<file path="src/sv/swfp_pkg.sv">
`default_nettype none
// ----------------------------------------------------------------------------
// swfp_pkg
// Types and constants shared by the sync-word frame parser modules.
// ----------------------------------------------------------------------------
package swfp_pkg;

	localparam int unsigned COUNT_W   = 3;
	localparam int unsigned IN_DATA_W = 8;
	localparam int unsigned RES_W     = 49;
	localparam int unsigned OUT_DATA_W = ((RES_W + 7) / 8) * 8;

	localparam logic [COUNT_W-1:0] SYNC_LEN   = 3'd4;
	localparam logic [7:0]         POS_LENGTH = 8'd4;
	localparam logic [7:0]         POS_NUMBER = 8'd5;
	localparam logic [7:0]         POS_NUMBER_HI = 8'd6;
	localparam logic [7:0]         POS_TYPE   = 8'd7;
	localparam logic [7:0]         POS_WORD   = 8'd8;
	localparam logic [7:0]         POS_WORD_HI = 8'd9;
	localparam logic [7:0]         MIN_FRAME  = 8'd8;
	localparam logic [31:0]        SYNC_RESET = 32'hA419_E865;

	// Packed so that the first field lands in the highest bits.
	typedef struct packed {
		logic        short_frame;
		logic [15:0] payload_word;
		logic [7:0]  frame_length;
		logic [15:0] frame_number;
		logic [7:0]  frame_type;
	} result_t;

	typedef struct packed {
		logic               in_frame;
		logic [COUNT_W-1:0] matched;
		logic [7:0]         offset;
	} parse_status_t;

endpackage
`default_nettype wire

</file>
<file path="src/sv/swfp_parse.sv">
`default_nettype none
// ----------------------------------------------------------------------------
// swfp_parse
// Sync hunt, header capture and end-of-frame detection for one byte a cycle while step is high.
// ----------------------------------------------------------------------------
module swfp_parse
	import swfp_pkg::*;
(
	input  wire logic          clk,
	input  wire logic          arst_n,
	input  wire logic          cfg_we,
	input  wire logic [31:0]   cfg_wdata,
	input  wire logic [7:0]    byte_s1,
	input  wire logic          step,
	output logic               emit,
	output result_t            res,
	output parse_status_t      status
);

	logic [31:0]        sync_word_q;
	logic [COUNT_W-1:0] matched_q, matched_d;
	logic [7:0]         offset_q, offset_d;
	logic [7:0]         length_q, length_d;
	logic [15:0]        number_q, number_d;
	logic [7:0]         type_q, type_d;
	logic [15:0]        word_q, word_d;
	logic               in_frame;
	logic [7:0]         expect_byte;
	logic [7:0]         total;
	logic [8:0]         off_next;

	assign in_frame    = matched_q[2];
	assign expect_byte = sync_word_q[{matched_q[1:0], 3'b000} +: 8];
	assign total       = (length_d < MIN_FRAME) ? MIN_FRAME : length_d;
	assign off_next    = {1'b0, offset_q} + 9'd1;

	always_comb begin
		matched_d = matched_q;
		offset_d  = offset_q;
		length_d  = length_q;
		number_d  = number_q;
		type_d    = type_q;
		word_d    = word_q;
		emit      = 1'b0;
		if (!in_frame) begin
			if (byte_s1 == expect_byte) begin
				matched_d = matched_q + 3'd1;
				if (matched_d == SYNC_LEN) begin
					offset_d = POS_LENGTH;
					length_d = '0;
					number_d = '0;
					type_d   = '0;
					word_d   = '0;
				end
			end else begin
				matched_d = '0;
			end
		end else begin
			if (offset_q == POS_LENGTH) begin
				length_d = byte_s1;
			end else if (offset_q < length_q) begin
				// Bytes past the declared length leave their field at zero.
				if (offset_q == POS_NUMBER)             number_d[7:0]  = byte_s1;
				else if (offset_q == POS_NUMBER_HI)     number_d[15:8] = byte_s1;
				else if (offset_q == POS_TYPE)          type_d         = byte_s1;
				else if (offset_q == POS_WORD)          word_d[7:0]    = byte_s1;
				else if (offset_q == POS_WORD_HI)       word_d[15:8]   = byte_s1;
			end
			if (off_next >= {1'b0, total}) begin
				emit      = 1'b1;
				matched_d = '0;
				offset_d  = '0;
			end else begin
				offset_d = off_next[7:0];
			end
		end
	end

	assign res.frame_type   = type_d;
	assign res.frame_number = number_d;
	assign res.frame_length = length_d;
	assign res.payload_word = word_d;
	assign res.short_frame  = (length_d < MIN_FRAME);

	assign status.in_frame = in_frame;
	assign status.matched  = matched_q;
	assign status.offset   = offset_q;

	always_ff @(posedge clk or negedge arst_n) begin
		if (!arst_n) begin
			sync_word_q <= SYNC_RESET;
		end else if (cfg_we) begin
			sync_word_q <= cfg_wdata;
		end
	end

	always_ff @(posedge clk or negedge arst_n) begin
		if (!arst_n) begin
			matched_q <= '0;
			offset_q  <= '0;
			length_q  <= '0;
			number_q  <= '0;
			type_q    <= '0;
			word_q    <= '0;
		end else if (step) begin
			matched_q <= matched_d;
			offset_q  <= offset_d;
			length_q  <= length_d;
			number_q  <= number_d;
			type_q    <= type_d;
			word_q    <= word_d;
		end
	end

endmodule
`default_nettype wire

</file>
<file path="src/sv/swfp_result_reg.sv">
`default_nettype none
// ----------------------------------------------------------------------------
// swfp_result_reg
// Output register holding one finished frame result until it is taken.
// ----------------------------------------------------------------------------
module swfp_result_reg
	import swfp_pkg::*;
(
	input  wire logic    clk,
	input  wire logic    arst_n,
	input  wire logic    load,
	input  wire result_t res_in,
	output logic         can_load,
	input  wire logic    m_tready,
	output logic         m_tvalid,
	output result_t      res_out
);

	logic    valid_q;
	result_t res_q;

	assign can_load = !valid_q || m_tready;
	assign m_tvalid = valid_q;
	assign res_out  = res_q;

	always_ff @(posedge clk or negedge arst_n) begin
		if (!arst_n) begin
			valid_q <= 1'b0;
		end else if (load) begin
			valid_q <= 1'b1;
		end else if (m_tready) begin
			valid_q <= 1'b0;
		end
	end

	always_ff @(posedge clk) begin
		if (load) begin
			res_q <= res_in;
		end
	end

endmodule
`default_nettype wire

</file>
<file path="src/sv/sync_word_frame_parser.sv">
`default_nettype none
// ----------------------------------------------------------------------------
// sync_word_frame_parser
// Byte-stream parser for sync-word, length-prefixed frames.
// ----------------------------------------------------------------------------
// Takes one byte per cycle on the slave stream, hunts for the four-byte sync
// word held in the configuration register (first byte in bits 7:0) and, once
// in a frame, captures the length, message number, type and payload word.
// One result leaves on the master stream after the frame's last byte, that is
// after max(length, 8) bytes counted from the first sync byte. Each byte sits
// in the input register while the parse logic works on it; the last byte's
// result is then registered in the output register, from which it is valid
// on the master stream. Input stalls only when a frame-ending byte finds the
// output register still full.
// Write the sync word only while the stream is idle.
module sync_word_frame_parser
	import swfp_pkg::*;
(
	input  wire logic                  clk,
	input  wire logic                  arst_n,
	input  wire logic                  cfg_we,
	input  wire logic [31:0]           cfg_wdata,
	input  wire logic                  s_tvalid,
	output logic                       s_tready,
	input  wire logic [IN_DATA_W-1:0]  s_tdata,   // [7:0] data_byte
	output logic                       m_tvalid,
	input  wire logic                  m_tready,
	// [7:0] frame_type, [23:8] frame_number, [31:24] frame_length,
	// [47:32] payload_word, [48] short_frame, [55:49] zero
	output logic [OUT_DATA_W-1:0]      m_tdata
);

	logic          valid_s1;
	logic [7:0]    byte_s1;
	logic          emit;
	logic          can_load;
	logic          advance;
	result_t       res_d;
	result_t       res_q;
	parse_status_t status;

	// Hold a frame-ending byte while the previous result waits.
	assign advance  = valid_s1 && (!emit || can_load);
	assign s_tready = !valid_s1 || advance;

	always_ff @(posedge clk or negedge arst_n) begin
		if (!arst_n) begin
			valid_s1 <= 1'b0;
		end else if (s_tready) begin
			valid_s1 <= s_tvalid;
		end
	end

	always_ff @(posedge clk) begin
		if (s_tvalid && s_tready) begin
			byte_s1 <= s_tdata[7:0];
		end
	end

	swfp_parse u_parse (
		.clk       (clk),
		.arst_n    (arst_n),
		.cfg_we    (cfg_we),
		.cfg_wdata (cfg_wdata),
		.byte_s1   (byte_s1),
		.step      (advance),
		.emit      (emit),
		.res       (res_d),
		.status    (status)
	);

	swfp_result_reg u_result (
		.clk      (clk),
		.arst_n   (arst_n),
		.load     (advance && emit),
		.res_in   (res_d),
		.can_load (can_load),
		.m_tready (m_tready),
		.m_tvalid (m_tvalid),
		.res_out  (res_q)
	);

	assign m_tdata = {{(OUT_DATA_W - RES_W){1'b0}}, res_q};

	// A new result never overwrites one still waiting downstream.
	a_no_overwrite: assert property (@(posedge clk) disable iff (!arst_n)
		(advance && emit) |-> (!m_tvalid || m_tready))
		else $error("result overwritten while stalled");

	// After a result the parser is back to hunting from the first sync byte.
	a_hunt_after_frame: assert property (@(posedge clk) disable iff (!arst_n)
		(advance && emit) |=> (status.matched == '0 && status.offset == '0))
		else $error("parser not back to hunt after frame end");

	// Inside a frame the offset never points into the sync bytes.
	a_offset_in_frame: assert property (@(posedge clk) disable iff (!arst_n)
		status.in_frame |-> (status.offset >= POS_LENGTH))
		else $error("frame offset below length position");

	// Results come only out of a frame.
	a_emit_in_frame: assert property (@(posedge clk) disable iff (!arst_n)
		(valid_s1 && emit) |-> status.in_frame)
		else $error("result raised while hunting");

endmodule
`default_nettype wire
</file>
<file path="config.mk">
export PLATFORM = sky130hd
export DESIGN_NAME = sync_word_frame_parser
export DESIGN_NICKNAME = d
export VERILOG_FILES = /design/src/sv/swfp_pkg.sv /design/src/sv/swfp_parse.sv /design/src/sv/swfp_result_reg.sv /design/src/sv/sync_word_frame_parser.sv
export SDC_FILE = /design/constraint.sdc
export NUM_CORES = 1
export LEC_CHECK = 0
export BUFFER_PORTS_ARGS = -buffer_cell sky130_fd_sc_hd__buf_2
export CAP_MARGIN = 20
export CORE_MARGIN = 5
export CORE_UTILIZATION = 50
export DETAILED_ROUTE_END_ITERATION = 8
export PLACE_DENSITY = 0.74
export RECOVER_POWER = 25
export SLEW_MARGIN = 20
export SYNTH_ARGS = -nofsm -noshare
export SYNTH_HDL_FRONTEND = slang
export SYNTH_SLANG_ARGS = --single-unit
</file>
<file path="constraint.sdc">
create_clock -name clk -period 5.3 [get_ports clk]
set_clock_uncertainty 0.15 [all_clocks]
set_input_delay 1.06 -clock clk [delete_from_list [all_inputs] [get_ports clk]]
set_output_delay 1.06 -clock clk [all_outputs]
set_load 0.005 [all_outputs]
</file>
; ---- Word level (Yosys, flattened, before mapping)
; Cells that the tools add are included.
[word_totals]
output_inout_bits = 58
ff_bits = 150
[op_classes]
n_mux = 43
shifts = 1
add_sub_neg = 2
n_eq_ne = 9
reduce_logical = 14
order_cmp = 3
[op_table]
columns = cell, n
row1 = 2-to-1 mux 16 bit, 13
row2 = 2-to-1 mux 8 bit, 23
row3 = == test 8 x 3 -> 1 bit (second input constant), 4
row4 = indexed part select 32 x 6 -> 8 bit, 1
row5 = == test 8 x 4 -> 1 bit (second input constant), 2
row6 = adder 8 x 1 -> 9 bit (second input constant), 1
row7 = greater-or-equal comparator 9 x 8 -> 1 bit, 1
row8 = 2-to-1 mux 3 bit, 3
row9 = == test 8 bit, 1
row10 = < comparator 8 x 4 -> 1 bit (second input constant), 1
row11 = < comparator 8 bit, 1
row12 = nonzero test 2 bit, 3
row13 = 2-to-1 mux 1 bit, 4
row14 = adder 3 x 1 -> 3 bit (second input constant), 1
row15 = == test 3 bit (second input constant), 1
row16 = logical AND 1 bit, 3
row17 = zero test 1 bit, 3
row18 = logical OR 1 bit, 3
row19 = AND reduction 3 bit, 1
row20 = inequality test 2 bit (second input constant), 1
row21 = AND reduction 2 bit, 1

; ---- Logic depth before layout (Yosys ltp)
[logic_depth]
ltp_word = 15
ltp_mapped = 19
ltp_nobuf = 14

; ---- Cells and area by module
; Synthesis repeated with hierarchy kept, for this count alone.
[hier_totals]
cells_unflattened = 684
hier_area_um2 = 7821.3
[modules_own_cells]
columns = module, cells_each, area_per_inst_um2, n_inst
row1 = swfp_parse, 609, 5926.9, 1
row2 = swfp_result_reg, 52, 1519.0, 1
row3 = sync_word_frame_parser, 23, 375.4, 1

; ---- Worst setup path before layout
; Ideal clock, no wire load.
[synth_timing]
path_type = reg-to-reg
startpoint = reg u_parse.matched_q[0]
endpoint = reg, netlist name u_result.res_out[0]
required_ns = 4.694
path_stages_with_launch = 16
t_arrival_ns = 5.258
n_path_buf = 2
path_slack_ns = -0.564
setup_time_ns = 0.456
cell_sequence = dfrtp_1 buf_2 mux4_2 xnor2_1 nand4_1 a2111oi_4 nor2_1 clkbuf_1 a22oi_1 ha_1 and3_1 a221o_1 a21oi_1 nand2_1 nand3_1 nor2_1
[synth_via]
elab_chain_cells = 14
elab_cells_between_ends = 16
[synth_lines]
columns = element, line_no
row1 = from (decl), swfp_parse.sv:21  ; logic [COUNT_W-1:0] matched_q, matched_d;
row2 = from (signal assigned), swfp_parse.sv:106  ; matched_q <= matched_d;
row3 = branches (longest 3 deep; another with indexed part select 32 x 6 -> 8 bit), --
row4 = 2-to-1 mux 8 bit *, swfp_parse.sv:46  ; if (byte_s1 == expect_byte) begin
row5 = 2-to-1 mux 8 bit *, swfp_parse.sv:45  ; if (!in_frame) begin
row6 = < comparator 8 x 4 -> 1 bit, swfp_parse.sv:34  ; assign total = (length_d < MIN_FRAME) ? MIN_FRAME : length_d;
row7 = 2-to-1 mux 8 bit *, swfp_parse.sv:34
row8 = greater-or-equal comparator 9 x 8 -> 1 bit *, swfp_parse.sv:69  ; if (off_next >= {1'b0, total}) begin
row9 = 2-to-1 mux 1 bit *, swfp_parse.sv:69
row10 = 2-to-1 mux 1 bit *, swfp_parse.sv:45
row11 = zero test 1 bit, sync_word_frame_parser.sv:43  ; assign advance = valid_s1 && (!emit || can_load);
row12 = logical OR 1 bit, sync_word_frame_parser.sv:43
row13 = logical AND 1 bit, sync_word_frame_parser.sv:43
row14 = logical AND 1 bit *, sync_word_frame_parser.sv:75  ; .load (advance && emit),
row15 = named net u_result.load, swfp_result_reg.sv:11  ; input wire logic load,
; Mark *: on every way through the listed nets, which the timed path passes.
; A chain may end at the register's enable or synchronous reset.

; ---- Worst setup path in the final report
[layout_timing]
startpoint = reg u_parse.matched_q[0]
endpoint = out s_tready
[layout_via]
elab_chain_cells = 14
elab_cells_between_ends = 16
[layout_lines]
columns = element, line_no
row1 = branches (longest 3 deep; another with indexed part select 32 x 6 -> 8 bit), --
row2 = 2-to-1 mux 8 bit *, swfp_parse.sv:46
row3 = 2-to-1 mux 8 bit *, swfp_parse.sv:45
row4 = < comparator 8 x 4 -> 1 bit, swfp_parse.sv:34
row5 = 2-to-1 mux 8 bit *, swfp_parse.sv:34
row6 = greater-or-equal comparator 9 x 8 -> 1 bit *, swfp_parse.sv:69
row7 = 2-to-1 mux 1 bit *, swfp_parse.sv:69
row8 = 2-to-1 mux 1 bit *, swfp_parse.sv:45
row9 = zero test 1 bit *, sync_word_frame_parser.sv:43
row10 = logical OR 1 bit *, sync_word_frame_parser.sv:43
row11 = logical AND 1 bit *, sync_word_frame_parser.sv:43
row12 = logical OR 1 bit *, sync_word_frame_parser.sv:44  ; assign s_tready = !valid_s1 || advance;
row13 = to (decl), sync_word_frame_parser.sv:24  ; output logic s_tready,
; Every way passes the cells marked *.

==> results.json <==
{
  "clock.fmax_mhz": 192.3,
  "path_delay_family": "compound AO/OA/AOI/OAI gates",
  "timing.critical_path.depth": 15,
  "drive_gt1_share_pct": 28.11,
  "hold_path_depth": 1,
  "first_pass_iters": 7,
  "dieArea_mm2": 0.01899,
  "pin_count": 103,
  "drt-total-wl_um": 21550,
  "n_antenna_cell": 0,
  "ir_drop_mv": 0.2706,
  "yosys.area_share.simple_pct": 12.87,
  "grt-ovfl-total": 0,
  "synthXorXnorAreaFrac_pct": 1.608,
  "grt_pass1_wl_um": 33750,
  "fp.dieW_um": 137.8,
  "start_util_pct": 51.24,
  "cp_cell_sequence": "buf_12 -> mux4_2 -> xnor2_2 -> nand4_1 -> a2111oi_4 -> nor2_4 -> a22oi_2 -> ha_1 -> and3_4 -> a221o_1 -> a21oi_2 -> nand2_1 -> and4_4 -> inv_2 -> buf_6",
  "synthMuxAreaShare_pct": 10.61,
  "yosys_most_used_dff": "dfrtp_1",
  "cts_root_buffer": "clkbuf_16",
  "syn_area_mm2": 0.008169,
  "critPathMaxFanout": 8,
  "syn_area_per_cell_um2": 10.97,
  "synth_adder_area_share_pct": 3.370,
  "reg2regPathDepth": 18,
  "cts_max_path_buffers": 2,
  "postSynthCellCount": 745,
  "status": "finished, violations left",
  "clock-sinks": 150,
  "yosysTopAreaCellShare_pct": 24.20,
  "synthDominantAreaCellType": "dfrtp_1",
  "violations": "capacitance limit, slew limit",
  "num_rows": 46,
  "cts_tree": "done",
  "synth_seq_area_share_pct": 49.66,
  "area_growth_pct": 17.83,
  "cp.required_ns": 4.09,
  "die_y_um": 137.8,
  "holdWs_ns": 0.3592,
  "ctsHoldBuffers": 0,
  "period_minus_slack_ns": 5.200,
  "cp_slowest_cell": "mux4_2",
  "synth_cell_types": 54,
  "synth_edf_count": 57,
  "worst_pin_slew_ns": 2.449,
  "max_stage_delay_ns": 0.53,
  "synth_area_leaders": "dfrtp_1, edfxtp_1, nand3_1",
  "power_density_mw_per_mm2": 442.0,
  "startpoint_type": "flip-flop",
  "cts_inserted_buffers": 17,
  "antenna_found_initial": 0,
  "htree_num_levels": 4,
  "track_usage_pct": 23.04,
  "p_total_mw": 4.255,
  "place_congestion": 0.9656,
  "placement.io_buffers": 95,
  "fin_cells": 1059,
  "synth_common_cells": "dfrtp_1, nand3_1, edfxtp_1",
  "grt_pass1_vias": 6438,
  "hp-class": "flip-flop to flip-flop",
  "yosys_warnings": 0,
  "vias": 6590,
  "finalHoldViolations": 0,
  "post-route-period-util_pct": 98.12,
  "endpoint_kind": "output pin",
  "finalMaxSlewViolations": 80,
  "final-setup-viol-count": 0,
  "cts.clk_slew.worst_paths_ns": 0.06,
  "antenna_left": 0,
  "worstSetupPathType": "flip-flop to output pin",
  "power_leakage_nw": 3.907,
  "nFillCells": 1319,
  "fin_util_pct": 60.38,
  "vias_per_cell": 6.223,
  "grt_max_degree": 52,
  "synth_compound_area_share_pct": 17.09,
  "crit_buf_inv": 3,
  "max_slew_margin_pct": -63.25,
  "synth-seq-cells": 150,
  "synthArstFlopShare_pct": 62.00,
  "first_iter_violations": 953,
  "post-place-cells": 1018,
  "drc_errors": 0,
  "wl_per_cell_um": 20.35,
  "drv_cap": 2,
  "synth_top_family_by_area": "compound AO/OA/AOI/OAI gates",
  "final_nets": 897,
  "core_mm2": 0.01594,
  "cp.arrival_ns": 3.99,
  "post-dp-hpwl_um": 14060,
  "clk_latency_ns": 0.43
}
==> kinds of logic (layout without fill, tap and decap cells) <==
kind of cell	count (synthesis)	in the layout
mux	75	75
xor+xnor	15	15
compound gates	187	187
fa+ha+maj	22	22
other cells	1	7
buf+inv	94	186
simple gates	201	201
flops	150	150
==> layout make-up <==
type | count | area [um2] | share of cell area [%]
multi-input cells | 507 | 3844 | 39.93
inverters | 25 | 93.84 | 0.9749
clock buffers | 18 | 429.2 | 4.459
flip-flops and latches | 150 | 4059 | 42.17
clock inverters | 14 | 173.9 | 1.807
well taps | 216 | 270.3 | 2.808
repair buffers | 129 | 755.7 | 7.851
==> timing repair <==
item                                    in CTS  in global routing
buffers inserted                             1                  8
pin swaps                                    1                 12
endpoints found under the setup margin       1                  1
gates resized for setup                      6                 13
==> metrics by stage <==
step | setup TNS, ns | area, um2 | setup WS (ns)
after floorplan | 0 | 8194 | 0.2306
after global placement | 0 | 8852 | 0.2312
after detailed placement | 0 | 8852 | 0.1552
after CTS | 0 | 9483 | 0.01561
after global routing | -0.05706 | 9625 | -0.05706
final | 0 | 9625 | 0.09986
==> routing by layer <==
metal  wire, um  vias up  global-route usage (%)
li1           -     2997                       -
met1       8855     3219                   30.25
met2      10520      332                   37.80
met3       1628       42                   4.785
met4        549        0                   8.562
met5          0        -                       0
==> path summary, 6_finish.rpt <==
check / startpoint / endpoint / slack, ns
hold / removal: u_parse.sync_word_q[18]$_DFFE_PN0P_ / u_parse.sync_word_q[18]$_DFFE_PN0P_ / 0.36
setup reg to reg: u_parse.matched_q[0]$_DFFE_PN0P_ / u_result.res_out[42]$_DFFE_PP_ / 0.70
max in group asynchronous: arst_n / u_parse.type_q[6]$_DFFE_PN0P_ / 1.48
hold reg to reg: u_parse.sync_word_q[18]$_DFFE_PN0P_ / u_parse.sync_word_q[18]$_DFFE_PN0P_ / 0.36
min in group asynchronous: arst_n / u_parse.sync_word_q[27]$_DFFE_PN0P_ / 1.23
setup / recovery: u_parse.matched_q[0]$_DFFE_PN0P_ / s_tready / 0.1
==> cell usage in the layout (no fill, tap or decap), types with 16 or more instances in the layout <==
master	n
mux2_2	32
nand2_1	38
buf_2	91
ha_1	21
o31ai_1	19
a21oi_1	16
nand3_1	78
edfxtp_1	57
clkbuf_16	17
buf_4	31
o21ai_0	48
mux2i_1	36
a22o_1	26
nand4_1	42
inv_1	24
o2bb2ai_1	32
dfrtp_1	77
==> sequential cells by signal, indices dropped and copies added (netlist names) <==
| name | cells |
|---|---|
| byte_s1 | 8 |
| u_parse.length_q | 8 |
| u_parse.matched_q | 3 |
| u_parse.number_q | 16 |
| u_parse.offset_q | 8 |
| u_parse.sync_word_q | 32 |
| u_parse.type_q | 8 |
| u_parse.word_q | 16 |
| u_result.m_tvalid | 1 |
| u_result.res_out | 49 |
| valid_s1 | 1 |
==> report_power, final <==
group / switching, mW / total, mW / internal, mW
Combinational: 0.831 / 1.41 / 0.580
Clock: 0.501 / 1.25 / 0.744
Sequential: 0.161 / 1.60 / 1.44
Total: 1.49 / 4.25 / 2.76
Note: power is estimated with default switching activity, not from simulation.
